`src/hw/rtl/epoch_seconds_to_calendar_core_defines.svh`:
```
// assertion macros for the epoch seconds to calendar core
`ifndef EPOCH_SECONDS_TO_CALENDAR_CORE_DEFINES_SVH
`define EPOCH_SECONDS_TO_CALENDAR_CORE_DEFINES_SVH

// same-cycle implication
`define ESC_ASSERT_NOW(label, ante, cons) \
  label: assert property (@(posedge clk_i) disable iff (!rst_ni) (ante) |-> (cons)) \
    else $error("epoch_seconds_to_calendar_core: same-cycle check failed");

// next-cycle implication
`define ESC_ASSERT_NEXT(label, ante, cons) \
  label: assert property (@(posedge clk_i) disable iff (!rst_ni) (ante) |=> (cons)) \
    else $error("epoch_seconds_to_calendar_core: next-cycle check failed");

`endif

```
`src/hw/rtl/esc_pkg.sv`:
```
// shared types, constants and the month table of the epoch seconds to calendar core
package esc_pkg;

  localparam int unsigned InWidth       = 34;
  localparam int unsigned SecondsWidth  = 34;
  localparam int unsigned EffWidth      = (SecondsWidth < InWidth) ? SecondsWidth : InWidth;

  localparam int unsigned YearWidth     = 12;
  localparam int unsigned MonthWidth    = 4;
  localparam int unsigned DayWidth      = 5;
  localparam int unsigned HourWidth     = 5;
  localparam int unsigned MinuteWidth   = 6;
  localparam int unsigned SecondWidth   = 6;

  localparam longint unsigned SecsPerDay    = 86400;
  localparam longint unsigned SecsPerHour   = 3600;
  localparam longint unsigned SecsPerMinute = 60;

  localparam int unsigned DaysWidth =
    $clog2((((64'd1 << EffWidth) - 64'd1) / SecsPerDay) + 64'd1);
  localparam int unsigned RemWidth    = $clog2(SecsPerDay);
  localparam int unsigned HourRemWidth = $clog2(SecsPerHour);

  localparam logic [InWidth-1:0] InMask = (SecondsWidth >= InWidth) ? {InWidth{1'b1}} :
    ({InWidth{1'b1}} >> (InWidth - SecondsWidth));

  // 86400 = 675 << 7, 3600 = 225 << 4, 60 = 15 << 2; odd parts by rounded-up reciprocal
  localparam int unsigned DayShift       = 7;
  localparam int unsigned DayOdd         = 675;
  localparam int unsigned DayOddWidth    = 10;
  localparam int unsigned DayInWidth     = EffWidth - DayShift;
  localparam int unsigned DayRecipShift  = DayInWidth + DayOddWidth;
  localparam int unsigned DayRecipWidth  = DayInWidth + 1;
  localparam int unsigned DayProdWidth   = DayInWidth + DayRecipWidth;
  localparam logic [DayRecipWidth-1:0] DayRecip =
    DayRecipWidth'(((64'd1 << DayRecipShift) + 64'(DayOdd) - 64'd1) / 64'(DayOdd));

  localparam int unsigned HourShift      = 4;
  localparam int unsigned HourOdd        = 225;
  localparam int unsigned HourOddWidth   = 8;
  localparam int unsigned HourInWidth    = RemWidth - HourShift;
  localparam int unsigned HourRecipShift = HourInWidth + HourOddWidth;
  localparam int unsigned HourRecipWidth = HourInWidth + 1;
  localparam int unsigned HourProdWidth  = HourInWidth + HourRecipWidth;
  localparam logic [HourRecipWidth-1:0] HourRecip =
    HourRecipWidth'(((64'd1 << HourRecipShift) + 64'(HourOdd) - 64'd1) / 64'(HourOdd));

  localparam int unsigned MinShift       = 2;
  localparam int unsigned MinOdd         = 15;
  localparam int unsigned MinOddWidth    = 4;
  localparam int unsigned MinInWidth     = HourRemWidth - MinShift;
  localparam int unsigned MinRecipShift  = MinInWidth + MinOddWidth;
  localparam int unsigned MinRecipWidth  = MinInWidth + 1;
  localparam int unsigned MinProdWidth   = MinInWidth + MinRecipWidth;
  localparam logic [MinRecipWidth-1:0] MinRecip =
    MinRecipWidth'(((64'd1 << MinRecipShift) + 64'(MinOdd) - 64'd1) / 64'(MinOdd));

  localparam int unsigned EpochYear   = 1970;
  localparam int unsigned DaysNormal  = 365;
  localparam int unsigned Mod4Width   = 2;
  localparam int unsigned Mod100Width = 7;
  localparam int unsigned Mod400Width = 9;
  localparam int unsigned YearLenWidth = 9;
  localparam int unsigned MonthLenWidth = 5;

  localparam logic [MonthWidth-1:0] MonthJan = 4'd0;
  localparam logic [MonthWidth-1:0] MonthFeb = 4'd1;
  localparam logic [MonthWidth-1:0] MonthDec = 4'd11;

  localparam int unsigned QueueDepth = 2;
  localparam int unsigned PtrWidth   = $clog2(QueueDepth);

  typedef struct packed {
    logic [DaysWidth-1:0]   days;
    logic [HourWidth-1:0]   hour;
    logic [MinuteWidth-1:0] minute;
    logic [SecondWidth-1:0] second;
  } esc_item_t;

  typedef enum logic [2:0] {
    F_IDLE,
    F_DAY,
    F_SOD,
    F_HOUR,
    F_HREM,
    F_MIN,
    F_SEC,
    F_PUSH
  } front_state_e;

  typedef enum logic [1:0] {
    B_IDLE,
    B_YEAR,
    B_MONTH,
    B_DONE
  } back_state_e;

  function automatic logic [MonthLenWidth-1:0] month_len(input logic [MonthWidth-1:0] idx,
                                                         input logic leap);
    logic [MonthLenWidth-1:0] len;
    case (idx)
      4'd0:    len = 5'd31;
      4'd1:    len = leap ? 5'd29 : 5'd28;
      4'd2:    len = 5'd31;
      4'd3:    len = 5'd30;
      4'd4:    len = 5'd31;
      4'd5:    len = 5'd30;
      4'd6:    len = 5'd31;
      4'd7:    len = 5'd31;
      4'd8:    len = 5'd30;
      4'd9:    len = 5'd31;
      4'd10:   len = 5'd30;
      4'd11:   len = 5'd31;
      default: len = 5'd31;
    endcase
    return len;
  endfunction

endpackage

```
`src/hw/rtl/esc_front.sv`:
```
// front end: takes the seconds count and splits it into days, hour, minute, second
module esc_front (
  input  logic                        clk_i,
  input  logic                        rst_ni,
  input  logic                        push_i,
  input  logic [esc_pkg::InWidth-1:0] epoch_seconds_i,
  output logic                        full_o,
  output logic                        item_valid_o,
  input  logic                        item_ready_i,
  output esc_pkg::esc_item_t          item_o
);
  import esc_pkg::*;

  front_state_e              state_q, state_d;
  logic [InWidth-1:0]        a_q, a_d;
  logic [DaysWidth-1:0]      days_q, days_d;
  logic [RemWidth-1:0]       sod_q, sod_d;
  logic [HourWidth-1:0]      hour_q, hour_d;
  logic [HourRemWidth-1:0]   rem_q, rem_d;
  logic [MinuteWidth-1:0]    minute_q, minute_d;
  logic [SecondWidth-1:0]    second_q, second_d;

  logic [DayInWidth-1:0]     day_in;
  logic [DayProdWidth-1:0]   day_prod;
  logic [DayInWidth-1:0]     day_back;
  logic [DayInWidth-1:0]     day_left;
  logic [HourInWidth-1:0]    hour_in;
  logic [HourProdWidth-1:0]  hour_prod;
  logic [HourInWidth-1:0]    hour_back;
  logic [HourInWidth-1:0]    hour_left;
  logic [MinInWidth-1:0]     min_in;
  logic [MinProdWidth-1:0]   min_prod;
  logic [MinInWidth-1:0]     min_back;
  logic [MinInWidth-1:0]     min_left;

  // low bits of each divisor are a shift, the odd part a reciprocal multiply
  assign day_in    = a_q[EffWidth-1:DayShift];
  assign day_prod  = DayProdWidth'(day_in) * DayProdWidth'(DayRecip);
  assign day_back  = DayInWidth'(days_q) * DayInWidth'(DayOdd);
  assign day_left  = day_in - day_back;
  assign hour_in   = sod_q[RemWidth-1:HourShift];
  assign hour_prod = HourProdWidth'(hour_in) * HourProdWidth'(HourRecip);
  assign hour_back = HourInWidth'(hour_q) * HourInWidth'(HourOdd);
  assign hour_left = hour_in - hour_back;
  assign min_in    = rem_q[HourRemWidth-1:MinShift];
  assign min_prod  = MinProdWidth'(min_in) * MinProdWidth'(MinRecip);
  assign min_back  = MinInWidth'(minute_q) * MinInWidth'(MinOdd);
  assign min_left  = min_in - min_back;

  always_comb begin
    state_d      = state_q;
    a_d          = a_q;
    days_d       = days_q;
    sod_d        = sod_q;
    hour_d       = hour_q;
    rem_d        = rem_q;
    minute_d     = minute_q;
    second_d     = second_q;
    item_valid_o = 1'b0;
    case (state_q)
      F_IDLE: begin
        if (push_i) begin
          a_d     = epoch_seconds_i & InMask;
          state_d = F_DAY;
        end
      end
      F_DAY: begin
        days_d  = day_prod[DayRecipShift +: DaysWidth];
        state_d = F_SOD;
      end
      F_SOD: begin
        sod_d   = {day_left[DayOddWidth-1:0], a_q[DayShift-1:0]};
        state_d = F_HOUR;
      end
      F_HOUR: begin
        hour_d  = hour_prod[HourRecipShift +: HourWidth];
        state_d = F_HREM;
      end
      F_HREM: begin
        rem_d   = {hour_left[HourOddWidth-1:0], sod_q[HourShift-1:0]};
        state_d = F_MIN;
      end
      F_MIN: begin
        minute_d = min_prod[MinRecipShift +: MinuteWidth];
        state_d  = F_SEC;
      end
      F_SEC: begin
        second_d = {min_left[MinOddWidth-1:0], rem_q[MinShift-1:0]};
        state_d  = F_PUSH;
      end
      F_PUSH: begin
        item_valid_o = 1'b1;
        if (item_ready_i) begin
          state_d = F_IDLE;
        end
      end
      default: begin
        state_d = F_IDLE;
      end
    endcase
  end

  always_ff @(posedge clk_i or negedge rst_ni) begin
    if (!rst_ni) begin
      state_q <= F_IDLE;
    end else begin
      state_q <= state_d;
    end
  end

  always_ff @(posedge clk_i) begin
    a_q      <= a_d;
    days_q   <= days_d;
    sod_q    <= sod_d;
    hour_q   <= hour_d;
    rem_q    <= rem_d;
    minute_q <= minute_d;
    second_q <= second_d;
  end

  assign full_o        = (state_q != F_IDLE);
  assign item_o.days   = days_q;
  assign item_o.hour   = hour_q;
  assign item_o.minute = minute_q;
  assign item_o.second = second_q;

endmodule

```
`src/hw/rtl/esc_fifo.sv`:
```
// short queue between the front end and the calendar walker
module esc_fifo (
  input  logic               clk_i,
  input  logic               rst_ni,
  input  logic               push_valid_i,
  output logic               push_ready_o,
  input  esc_pkg::esc_item_t item_i,
  output logic               pop_valid_o,
  input  logic               pop_ready_i,
  output esc_pkg::esc_item_t item_o
);
  import esc_pkg::*;

  esc_item_t           mem_q [QueueDepth];
  logic [PtrWidth-1:0] wr_q, wr_d;
  logic [PtrWidth-1:0] rd_q, rd_d;
  logic [PtrWidth:0]   cnt_q, cnt_d;
  logic                do_push;
  logic                do_pop;

  assign push_ready_o = (cnt_q != (PtrWidth + 1)'(QueueDepth));
  assign pop_valid_o  = (cnt_q != '0);
  assign do_push      = push_valid_i && push_ready_o;
  assign do_pop       = pop_valid_o && pop_ready_i;
  assign item_o       = mem_q[rd_q];

  always_comb begin
    wr_d  = wr_q;
    rd_d  = rd_q;
    cnt_d = cnt_q;
    if (do_push) begin
      wr_d = (wr_q == PtrWidth'(QueueDepth - 1)) ? '0 : wr_q + 1'b1;
    end
    if (do_pop) begin
      rd_d = (rd_q == PtrWidth'(QueueDepth - 1)) ? '0 : rd_q + 1'b1;
    end
    case ({do_push, do_pop})
      2'b10:   cnt_d = cnt_q + 1'b1;
      2'b01:   cnt_d = cnt_q - 1'b1;
      default: cnt_d = cnt_q;
    endcase
  end

  always_ff @(posedge clk_i or negedge rst_ni) begin
    if (!rst_ni) begin
      wr_q  <= '0;
      rd_q  <= '0;
      cnt_q <= '0;
    end else begin
      wr_q  <= wr_d;
      rd_q  <= rd_d;
      cnt_q <= cnt_d;
    end
  end

  always_ff @(posedge clk_i) begin
    if (do_push) begin
      mem_q[wr_q] <= item_i;
    end
  end

endmodule

```
`src/hw/rtl/esc_back.sv`:
```
// back end: walks years and months from 1970 and holds the result register
module esc_back (
  input  logic                            clk_i,
  input  logic                            rst_ni,
  input  logic                            item_valid_i,
  output logic                            item_ready_o,
  input  esc_pkg::esc_item_t              item_i,
  output logic                            empty_o,
  input  logic                            pop_i,
  output logic [esc_pkg::YearWidth-1:0]   cal_year_o,
  output logic [esc_pkg::MonthWidth-1:0]  cal_month_o,
  output logic [esc_pkg::DayWidth-1:0]    cal_day_o,
  output logic [esc_pkg::HourWidth-1:0]   cal_hour_o,
  output logic [esc_pkg::MinuteWidth-1:0] cal_minute_o,
  output logic [esc_pkg::SecondWidth-1:0] cal_second_o
);
  import esc_pkg::*;

  back_state_e              state_q, state_d;
  logic [DaysWidth-1:0]     days_q, days_d;
  logic [YearWidth-1:0]     year_q, year_d;
  logic [Mod4Width-1:0]     m4_q, m4_d;
  logic [Mod100Width-1:0]   m100_q, m100_d;
  logic [Mod400Width-1:0]   m400_q, m400_d;
  logic [MonthWidth-1:0]    mon_q, mon_d;
  logic [HourWidth-1:0]     hour_q, hour_d;
  logic [MinuteWidth-1:0]   minute_q, minute_d;
  logic [SecondWidth-1:0]   second_q, second_d;
  logic                     out_valid_q, out_valid_d;

  logic                     leap;
  logic [YearLenWidth-1:0]  ylen;
  logic [MonthLenWidth-1:0] mlen;
  logic [DaysWidth-1:0]     ylen_ext;
  logic [DaysWidth-1:0]     mlen_ext;
  logic                     load_out;

  assign leap     = (m400_q == '0) || ((m4_q == '0) && (m100_q != '0));
  assign ylen     = YearLenWidth'(DaysNormal) + {{(YearLenWidth - 1){1'b0}}, leap};
  assign mlen     = month_len(mon_q, leap);
  assign ylen_ext = DaysWidth'(ylen);
  assign mlen_ext = DaysWidth'(mlen);

  always_comb begin
    state_d      = state_q;
    days_d       = days_q;
    year_d       = year_q;
    m4_d         = m4_q;
    m100_d       = m100_q;
    m400_d       = m400_q;
    mon_d        = mon_q;
    hour_d       = hour_q;
    minute_d     = minute_q;
    second_d     = second_q;
    item_ready_o = 1'b0;
    load_out     = 1'b0;
    case (state_q)
      B_IDLE: begin
        item_ready_o = 1'b1;
        if (item_valid_i) begin
          days_d   = item_i.days;
          hour_d   = item_i.hour;
          minute_d = item_i.minute;
          second_d = item_i.second;
          year_d   = YearWidth'(EpochYear);
          m4_d     = Mod4Width'(EpochYear % 4);
          m100_d   = Mod100Width'(EpochYear % 100);
          m400_d   = Mod400Width'(EpochYear % 400);
          state_d  = B_YEAR;
        end
      end
      B_YEAR: begin
        if (days_q < ylen_ext) begin
          mon_d   = MonthJan;
          state_d = B_MONTH;
        end else begin
          days_d = days_q - ylen_ext;
          year_d = year_q + 1'b1;
          m4_d   = m4_q + 1'b1;
          m100_d = (m100_q == Mod100Width'(99)) ? '0 : m100_q + 1'b1;
          m400_d = (m400_q == Mod400Width'(399)) ? '0 : m400_q + 1'b1;
        end
      end
      B_MONTH: begin
        if ((mon_q == MonthDec) || (days_q < mlen_ext)) begin
          state_d = B_DONE;
        end else begin
          days_d = days_q - mlen_ext;
          mon_d  = mon_q + 1'b1;
        end
      end
      B_DONE: begin
        if (!out_valid_q || pop_i) begin
          load_out = 1'b1;
          state_d  = B_IDLE;
        end
      end
      default: begin
        state_d = B_IDLE;
      end
    endcase
  end

  always_comb begin
    out_valid_d = out_valid_q;
    if (pop_i && out_valid_q) begin
      out_valid_d = 1'b0;
    end
    if (load_out) begin
      out_valid_d = 1'b1;
    end
  end

  always_ff @(posedge clk_i or negedge rst_ni) begin
    if (!rst_ni) begin
      state_q     <= B_IDLE;
      out_valid_q <= 1'b0;
    end else begin
      state_q     <= state_d;
      out_valid_q <= out_valid_d;
    end
  end

  always_ff @(posedge clk_i) begin
    days_q   <= days_d;
    year_q   <= year_d;
    m4_q     <= m4_d;
    m100_q   <= m100_d;
    m400_q   <= m400_d;
    mon_q    <= mon_d;
    hour_q   <= hour_d;
    minute_q <= minute_d;
    second_q <= second_d;
    if (load_out) begin
      cal_year_o   <= year_q;
      cal_month_o  <= mon_q + 1'b1;
      cal_day_o    <= days_q[DayWidth-1:0] + 1'b1;
      cal_hour_o   <= hour_q;
      cal_minute_o <= minute_q;
      cal_second_o <= second_q;
    end
  end

  assign empty_o = !out_valid_q;

endmodule

```
`src/hw/rtl/epoch_seconds_to_calendar_core.sv`:
```
// top level of the epoch seconds to calendar core (UTC, Gregorian)
// input queue side: drive epoch_seconds_i with push_i; a transfer happens on a clock
//   edge with push_i high and full_o low. full_o stays high while the front end splits.
// result queue side: while empty_o is low the oldest result sits on the cal_* ports;
//   a transfer happens on a clock edge with pop_i high and empty_o low.
// front end: constant divisions by reciprocal multiply, one step per cycle, then it hands
//   the item to a two-entry queue, waiting while that is full; no new input until then.
// back end: one year per cycle from 1970, then one month per cycle; the slower side sets
//   the sustained rate, which past the first few years is the year walk.
// a stalled receiver holds the result register; the back end parks the next result
//   until the register frees, the queue then fills and full_o pushes back.
// reset clears the front end, queue and walker control and leaves the result queue empty;
//   no clearing pass is needed.
`include "epoch_seconds_to_calendar_core_defines.svh"

module epoch_seconds_to_calendar_core (
  input  logic                            clk_i,
  input  logic                            rst_ni,
  input  logic                            push_i,
  output logic                            full_o,
  input  logic [esc_pkg::InWidth-1:0]     epoch_seconds_i,
  output logic                            empty_o,
  input  logic                            pop_i,
  output logic [esc_pkg::YearWidth-1:0]   cal_year_o,
  output logic [esc_pkg::MonthWidth-1:0]  cal_month_o,
  output logic [esc_pkg::DayWidth-1:0]    cal_day_o,
  output logic [esc_pkg::HourWidth-1:0]   cal_hour_o,
  output logic [esc_pkg::MinuteWidth-1:0] cal_minute_o,
  output logic [esc_pkg::SecondWidth-1:0] cal_second_o
);
  import esc_pkg::*;

  logic      q_push_valid;
  logic      q_push_ready;
  esc_item_t q_push_item;
  logic      q_pop_valid;
  logic      q_pop_ready;
  esc_item_t q_pop_item;
  logic      result_ok;

  esc_front u_front (
    .clk_i           (clk_i),
    .rst_ni          (rst_ni),
    .push_i          (push_i),
    .epoch_seconds_i (epoch_seconds_i),
    .full_o          (full_o),
    .item_valid_o    (q_push_valid),
    .item_ready_i    (q_push_ready),
    .item_o          (q_push_item)
  );

  esc_fifo u_fifo (
    .clk_i        (clk_i),
    .rst_ni       (rst_ni),
    .push_valid_i (q_push_valid),
    .push_ready_o (q_push_ready),
    .item_i       (q_push_item),
    .pop_valid_o  (q_pop_valid),
    .pop_ready_i  (q_pop_ready),
    .item_o       (q_pop_item)
  );

  esc_back u_back (
    .clk_i        (clk_i),
    .rst_ni       (rst_ni),
    .item_valid_i (q_pop_valid),
    .item_ready_o (q_pop_ready),
    .item_i       (q_pop_item),
    .empty_o      (empty_o),
    .pop_i        (pop_i),
    .cal_year_o   (cal_year_o),
    .cal_month_o  (cal_month_o),
    .cal_day_o    (cal_day_o),
    .cal_hour_o   (cal_hour_o),
    .cal_minute_o (cal_minute_o),
    .cal_second_o (cal_second_o)
  );

  assign result_ok = (cal_month_o >= 4'd1) && (cal_month_o <= 4'd12) && (cal_day_o >= 5'd1) &&
                     (cal_hour_o <= 5'd23) && (cal_minute_o <= 6'd59) &&
                     (cal_second_o <= 6'd59);

  `ESC_ASSERT_NEXT(a_accept_busy, push_i && !full_o, full_o)
  `ESC_ASSERT_NOW(a_result_range, !empty_o, result_ok)
  `ESC_ASSERT_NEXT(a_queue_fill, q_push_valid && q_push_ready, q_pop_valid)

endmodule
```
`config.mk`:
```
export PLATFORM = sky130hd
export DESIGN_NAME = epoch_seconds_to_calendar_core
export DESIGN_NICKNAME = d
export VERILOG_FILES = /design/src/hw/rtl/esc_pkg.sv /design/src/hw/rtl/esc_front.sv /design/src/hw/rtl/esc_fifo.sv /design/src/hw/rtl/esc_back.sv /design/src/hw/rtl/epoch_seconds_to_calendar_core.sv
export VERILOG_INCLUDE_DIRS = /design/src /design/src/hw/rtl
export SDC_FILE = /design/constraint.sdc
export NUM_CORES = 1
export LEC_CHECK = 0
export CORE_ASPECT_RATIO = 0.75
export CORE_UTILIZATION = 45
export DETAILED_ROUTE_END_ITERATION = 7
export DONT_BUFFER_PORTS = 1
export GPL_TIMING_DRIVEN = 0
export REMOVE_ABC_BUFFERS = 1
export SYNTH_ARGS = -nofsm -noshare
export SYNTH_HDL_FRONTEND = slang
export SYNTH_SLANG_ARGS = --single-unit
```
`constraint.sdc`:
```
create_clock -name clk_i -period 13.05 [get_ports clk_i]
set_input_delay 1.9575 -clock clk_i [delete_from_list [all_inputs] [get_ports clk_i]]
set_output_delay 1.9575 -clock clk_i [all_outputs]
set_load 0.01 [all_outputs]
```
==> summary.md, run 1 <==
| Metric | Value |
|---|---|
| Crit path launch type | flop |
| Residual DRC count | 0 |
| I/O pin cnt | 78 |
| Share of cells above drive strength 1 | 3.99% |
| Clock Skew | 25.5 ps |
| WHS Path Cells | 0 |
| CTS tree | built |
| Die area | 0.0600 mm^2 |
| Vias per std cell | 5.10 |
| # fillers | 5121 |
| Setup crit end kind | flop |
| Hold Path Class | flop to flop |
| Total CTS buffers | 31 |
| FF+latch count, synth | 285 |
| Main synth FF type | edfxtp_1 |
| Most frequent cells in the layout | inv_1 (542), ha_1 (507), edfxtp_1 (275) |
| Fin crit period | 7610 ps |
| Global-route wire length before repair | 89400 um |
| Final instance area | 0.0286 mm^2 |
| Worst rel slew slack | 16.2% |
| # diodes | 0 |
| Fmax | 131 MHz |
| Largest net degree at the start of global routing | 40 |
| DP Cell Count | 3079 |
| Final Hold Fails | 0 |
| Slew Viols, Final | 0 |
| CP arrival | 7920 ps |
| Status | finished clean |
| Final non-filler cell total | 3136 |
| Initial Utilization | 45.9% |
| DIE HEIGHT | 212 um |
| Clock buffer depth | 3 |
| Htree depth | 1 |
| Mapped Cells | 2324 |
| Max Cap Viol | 0 |
| Postcts setup bufs | 0 |
| Post-Syn Area | 0.0266 mm^2 |
| Sequential area share after synthesis | 32.0% |
| Antenna violations before repair | 0 |
| Core ar. | 0.0579 mm^2 |
| Gpl congestion | 0.907 |
| Post-synth EDFFs | 275 |
| GRT overflow | 0 |
| Chip width | 283 um |
| DRT Pass-1 Iters | 5 |
| Register area | 0.00851 mm^2 |
| Period utilisation layout | 58.3% |
| Commonest non-fill, non-tap cell in the layout | inv_1 |
| Clock Latency Late Sink | 600 ps |
| Hold-fix buffers at CTS | 0 |
| Vias in the first global route | 16.7k |
| Clock Sinks | 285 |
| Largest fanout on the critical path | 12 |
| Setup TNS | 0 ps |
| Async SR Flop Fraction | 3.51% |
| Crit Path Category | flop to flop |
| Total GRT Usage | 19.2% |
| Setup Viol. Count Final | 0 |
| Hpwl dp | 45100 um |
| Synth cell types | 71 |
| # resized after CTS | 0 |
| Core Util, Final | 49.4% |
| Area delta synth->final | 7.72% |
| Syn Area/Cell | 11.4 um^2 |
| DRT iter0 DRCs | 1022 |
| RSZ-0062 raised after global routing | false |
| Area after DPL | 0.0276 mm^2 |
| Worst-path clk slew | 60 ps |
| Port bufs | 0 |
| Drt wl/cell | 17.8 um |
| Routed WL | 55700 um |
| Antenna viol nets, final | 0 |
| Num rows | 76 |
| Vias | 16.0k |
| Reg2Reg Depth | 20 |
| Final nets | 3130 |
| Clock root cell | clkbuf_16 |
| Synth warn | 0 |
| Worst-Margin Slew | 1260 ps |
| WP data required | 13370 ps |
| Area of the multi-input gates | 0.0159 mm^2 |
==> routing by layer <==
| layer | GRT usage, % | share of wire, % |
|---|---|---|
| met5 | 0 | 0 |
| met4 | 3.54 | 1.8 |
| met3 | 2.93 | 4.7 |
| met2 | 29.3 | 43 |
| met1 | 28.9 | 51 |
==> state kept, by name, summed over array words and instances, names as in the netlist, 3 cells and up <==
name / cells
u_back.cal_day_o: 5
u_back.cal_hour_o: 5
u_back.cal_minute_o: 6
u_back.cal_month_o: 4
u_back.cal_second_o: 6
u_back.cal_year_o: 12
u_back.days_q: 18
u_back.hour_q: 5
u_back.m100_q: 7
u_back.m400_q: 9
u_back.minute_q: 6
u_back.mon_q: 4
u_back.second_q: 6
u_back.year_q: 12
u_fifo.mem_q: 70
u_front.a_q: 34
u_front.days_q: 18
u_front.hour_q: 5
u_front.minute_q: 6
u_front.rem_q: 12
u_front.second_q: 6
u_front.sod_q: 17
u_front.state_q: 3
==> worst max-delay path: stages, from the launching register on <==
cell      delay (ps)
edfxtp_1         960
ha_1             360
inv_1             90
fa_1             450
fa_1             530
fa_1             430
fa_1             550
inv_1             80
fa_1             550
inv_1             60
fa_1             520
inv_1             40
ha_1             360
nand4_4          170
nor3_1           210
o311ai_0         180
a211oi_1         750
o21ai_2          200
o21ai_0          290
o41ai_1          110
xnor2_1          420
==> cell type report <==
cell class | instances | area share (%)
inverters | 543 | 7.12
well taps | 780 | 3.41
multi-input cells | 1466 | 55.7
repair buffers | 5 | 0.402
clock buffers | 40 | 2.90
clock inverters | 17 | 0.735
flip-flops and latches | 285 | 29.7
==> Yosys cell counts (all sizes together), types with 4 or more instances <==
master,count,area (um^2)
a31oi,9,56.3
a21oi,92,460
nor4,10,83.8
o22ai,9,56.3
edfxtp,275,8260
xnor2,76,666
nand2b,16,100
nand3b,4,30.0
fa,252,5040
a22oi,12,90.1
inv,542,2030
ha,508,6360
nor2,70,263
nand3,27,135
a21boi,4,30.0
a21o,19,143
o21bai,8,60.1
o21a,9,67.6
o211ai,6,45.0
nand2,75,282
mux2i,6,60.1
buf,4,16.3
o21ai,53,269
nor3,10,50.1
dfrtp,10,250
a211oi,22,165
clkbuf,26,97.6
xor2,34,298
nor2b,25,156
and2,11,68.8
or2,4,25.0
mux2,20,225
nand4,15,109
and3,13,81.3
==> final timing paths <==
check                                           to  slack [ps]            start
worst max-delay path            u_front.days_q[17]        5440  u_front.a_q[18]
worst min-delay path              u_front.sod_q[6]         410   u_front.a_q[6]
worst max register to register  u_front.days_q[17]        5440  u_front.a_q[18]
worst min register to register    u_front.sod_q[6]         410   u_front.a_q[6]
max in group asynchronous       u_front.state_q[2]       11910           rst_ni
min in group asynchronous              u_fifo.rd_q        1050           rst_ni
==> cell families after synthesis <==
group                      Yosys count  synth area share, %
adders and majority gates          760                 42.9
buffers and inverters              573                 8.10
and+or+nand+nor                    293                 5.63
DFF                                285                 32.0
AOI/OAI and AO/OA                  277                 6.62
xor gates and xnor gates           110                 3.63
muxes                               26                 1.07
==> per-stage QoR <==
step	hold slack (ps)	setup slack [ps]
2_1_floorplan	400	6930
3_3_place_gp	405	5530
3_5_place_dp	405	5510
4_1_cts	419	5480
5_1_grt	422	5220
6_report	415	5440
Power of run 1 is not shown: default switching activity piles up to over one toggle a cycle in this logic, so the estimate is an artifact.
==> run 2: changes to the inputs <==
- clock period: 13.05 -> 6.75 ns (I/O delays scaled with it)
==> run 2 against run 1 <==
  * Clock skew fell by 1.2 ps
  * Routed wire length rose by 3.6%
  * First-iteration DRC count fell by 1.1%
  * Setup slack lost 5300 ps
  * Register-to-register slack lost 5300 ps
  * Sequential cell count is the same
  * Maximum frequency increased by 16%
  * Critical path depth is the same
  * Global-route usage grew 0.48 points
  * Critical path type unchanged
  * Critical endpoint unchanged
  * Largest cell class unchanged
==> summary.md, run 2 (same netlist as run 1, synthesis figures left out) <==
| Metric | Value |
|---|---|
| Worst R2R Setup Slack | 180 ps (was 5440 ps) |
| Total GRT Usage | 19.7% (was 19.2%) |
| DRT iter0 DRCs | 1011 (was 1022) |
| Most frequent cells in the layout | inv_1 (541), ha_1 (497), edfxtp_1 (275) (was inv_1 (542), ha_1 (507), edfxtp_1 (275)) |
| Buffers & Inverters on Critical Path | 4 (unchanged) |
| WP data required | 7050 ps (was 13370 ps) |
| DIE HEIGHT | 212 um (unchanged) |
| Worst-path cell chain | fa_1 > ha_1 > inv_1 > fa_1 > fa_1 > inv_1 > fa_1 > inv_1 > fa_1 > inv_1 > fa_1 > ha_1 > a21oi_1 > o21ai_0 > a221oi_2 > nand3_1 > o21ai_4 > o21ai_1 > o41ai_2 > xnor2_2 (was ha_1 > inv_1 > fa_1 > fa_1 > fa_1 > fa_1 > inv_1 > fa_1 > inv_1 > fa_1 > inv_1 > ha_1 > nand4_4 > nor3_1 > o311ai_0 > a211oi_1 > o21ai_2 > o21ai_0 > o41ai_1 > xnor2_1) |
| Crit Path Category | flop to flop (unchanged) |
| Vias in the first global route | 16.9k (was 16.7k) |
| Vias | 16.4k (was 16.0k) |
| Clock Skew | 24.3 ps (was 25.5 ps) |
| Status | finished clean (unchanged) |
| Port bufs | 0 (unchanged) |
| I/O pin cnt | 78 (unchanged) |
| CTS tree | built (unchanged) |
| Setup crit end kind | flop (unchanged) |
| Drt wl/cell | 18.0 um (was 17.8 um) |
| CP Launch Point | u_front.a_q[28] (was u_front.a_q[18]) |
| Clock root cell | clkbuf_16 (unchanged) |
| Initial Utilization | 45.9% (unchanged) |
| DRT Pass-1 Iters | 6 (was 5) |
| Fmax | 152 MHz (was 131 MHz) |
| Hpwl dp | 45100 um (unchanged) |
| Clock buffer depth | 3 (unchanged) |
| Worst-path clk slew | 60 ps (about the same) |
| Global-route wire length before repair | 91300 um (was 89400 um) |
| Reg with most FFs | u_fifo.mem_q (unchanged) |
| Total CTS buffers | 31 (unchanged) |
| Largest net degree at the start of global routing | 40 (unchanged) |
| Max Cap Viol | 0 (unchanged) |
| Clock Sinks | 285 (unchanged) |
| CP arrival | 6860 ps (was 7920 ps) |
| Slowest CP cell | fa_1 (was edfxtp_1) |
| GRT overflow | 0 (unchanged) |
| Residual DRC count | 0 (unchanged) |
| Final Hold Fails | 0 (unchanged) |
| Period utilisation layout | 97.3% (was 58.3%) |
| Htree depth | 1 (unchanged) |
| Vias per std cell | 5.12 (was 5.10) |
| Share of cells above drive strength 1 | 7.87% (was 3.99%) |
| Worst rel slew slack | 17.6% (was 16.2%) |
| Final nets | 3201 (was 3130) |
| Max FFs per register | 70 (unchanged) |
| Reg2reg end | u_front.days_q[17] (unchanged) |
| Commonest non-fill, non-tap cell in the layout | inv_1 (unchanged) |
| Final instance area | 0.0294 mm^2 (was 0.0286 mm^2) |
| Setup Viol. Count Final | 0 (unchanged) |
| Cell mode on critical path | fa_1 (unchanged) |
| # diodes | 0 (unchanged) |
| Top Registers | u_fifo.mem_q: 70 flops, u_front.a_q: 34 flops (unchanged) |
| Fin crit period | 6570 ps (was 7610 ps) |
| Critical Path Max Stage Delay | 550 ps (was 960 ps) |
| R2R Path Start | u_front.a_q[28] (was u_front.a_q[18]) |
| Crit path max-delay family | adder cells (unchanged) |
| Reg2Reg Depth | 20 (unchanged) |
| Largest fanout on the critical path | 5 (was 12) |
| Die area | 0.0600 mm^2 (unchanged) |
| Antenna violations before repair | 0 (unchanged) |
| Hold Path Class | input pin to async pin (was flop to flop) |
| Gpl congestion | 0.907 (unchanged) |
| Slew Viols, Final | 0 (unchanged) |
| Chip width | 283 um (unchanged) |
| Crit path launch type | flop (unchanged) |
| Core ar. | 0.0579 mm^2 (unchanged) |
| Worst-Margin Slew | 1220 ps (was 1260 ps) |
| Num rows | 76 (unchanged) |
| Routed WL | 57700 um (was 55700 um) |
| Clock Latency Late Sink | 600 ps (about the same) |
| Area delta synth->final | 10.6% (was 7.72%) |
| Antenna viol nets, final | 0 (unchanged) |
| Area after DPL | 0.0276 mm^2 (unchanged) |
run 2: routing by layer:
layer	global-route usage, %	vias to the layer above	wire (um)
met1	29.4	8046	28700
met3	3.29	76	3250
li1	-	7910	-
met4	3.88	0	1200
met5	0	-	0
met2	30.0	391	24600
run 2: area by class of cell:
class	count	area [um^2]
clock buffers	40	830
clock inverters	17	210
fillers	5050	28500
inverters	543	2040
multi-input cells	1466	16200
flip-flops and latches	285	8510
well taps	780	976
repair buffers	76	672
run 2: what timing repair did:
action	CTS	global route
buffers inserted	50	22
gates cloned	0	0
hold buffers	0	0
endpoints found under the hold margin	0	0
gates resized for setup	12	29
endpoints found under the setup margin	16	9
pin swaps	9	20
run 2: worst max-delay path by stage:
stage | endpoint | slack [ps] | cells after the start
floorplan | u_front.days_q[5] | 630 | 20
CTS | u_front.days_q[5] | 7 | 22
detailed placement | u_front.days_q[17] | -790 | 20
finish | u_front.days_q[17] | 180 | 20
global route | u_front.days_q[17] | -20 | 20
global placement | u_front.days_q[17] | -770 | 20
run 2: through the flow:
| step | util (%) | setup TNS, ps | hold slack, ps | worst slack [ps] | std cells |
|---|---|---|---|---|---|
| 6_report | 50.8 | 0 | 110 | 185 | 3207 |
| 5_1_grt | 50.8 | -27.7 | 75.1 | -21.1 | 3207 |
| 4_1_cts | 50.2 | 0 | 68.4 | 6.87 | 3186 |
| 3_5_place_dp | 47.6 | -6910 | 405 | -786 | 3079 |
| 3_3_place_gp | 47.4 | -6460 | 405 | -766 | 3074 |
| 2_1_floorplan | - | 0 | 400 | 634 | 2294 |
run 2: worst register-to-register path, cell delays in order, from the launching register on:
cell,delay (ps)
edfxtp_1,500
fa_1,520
ha_1,290
inv_1,50
fa_1,520
fa_1,550
inv_1,60
fa_1,530
inv_1,60
fa_1,540
inv_1,60
fa_1,480
ha_1,380
a21oi_1,260
o21ai_0,150
a221oi_2,290
nand3_1,180
o21ai_4,220
o21ai_1,150
o41ai_2,330
xnor2_2,180
Power of run 2 is left out for the same reason.
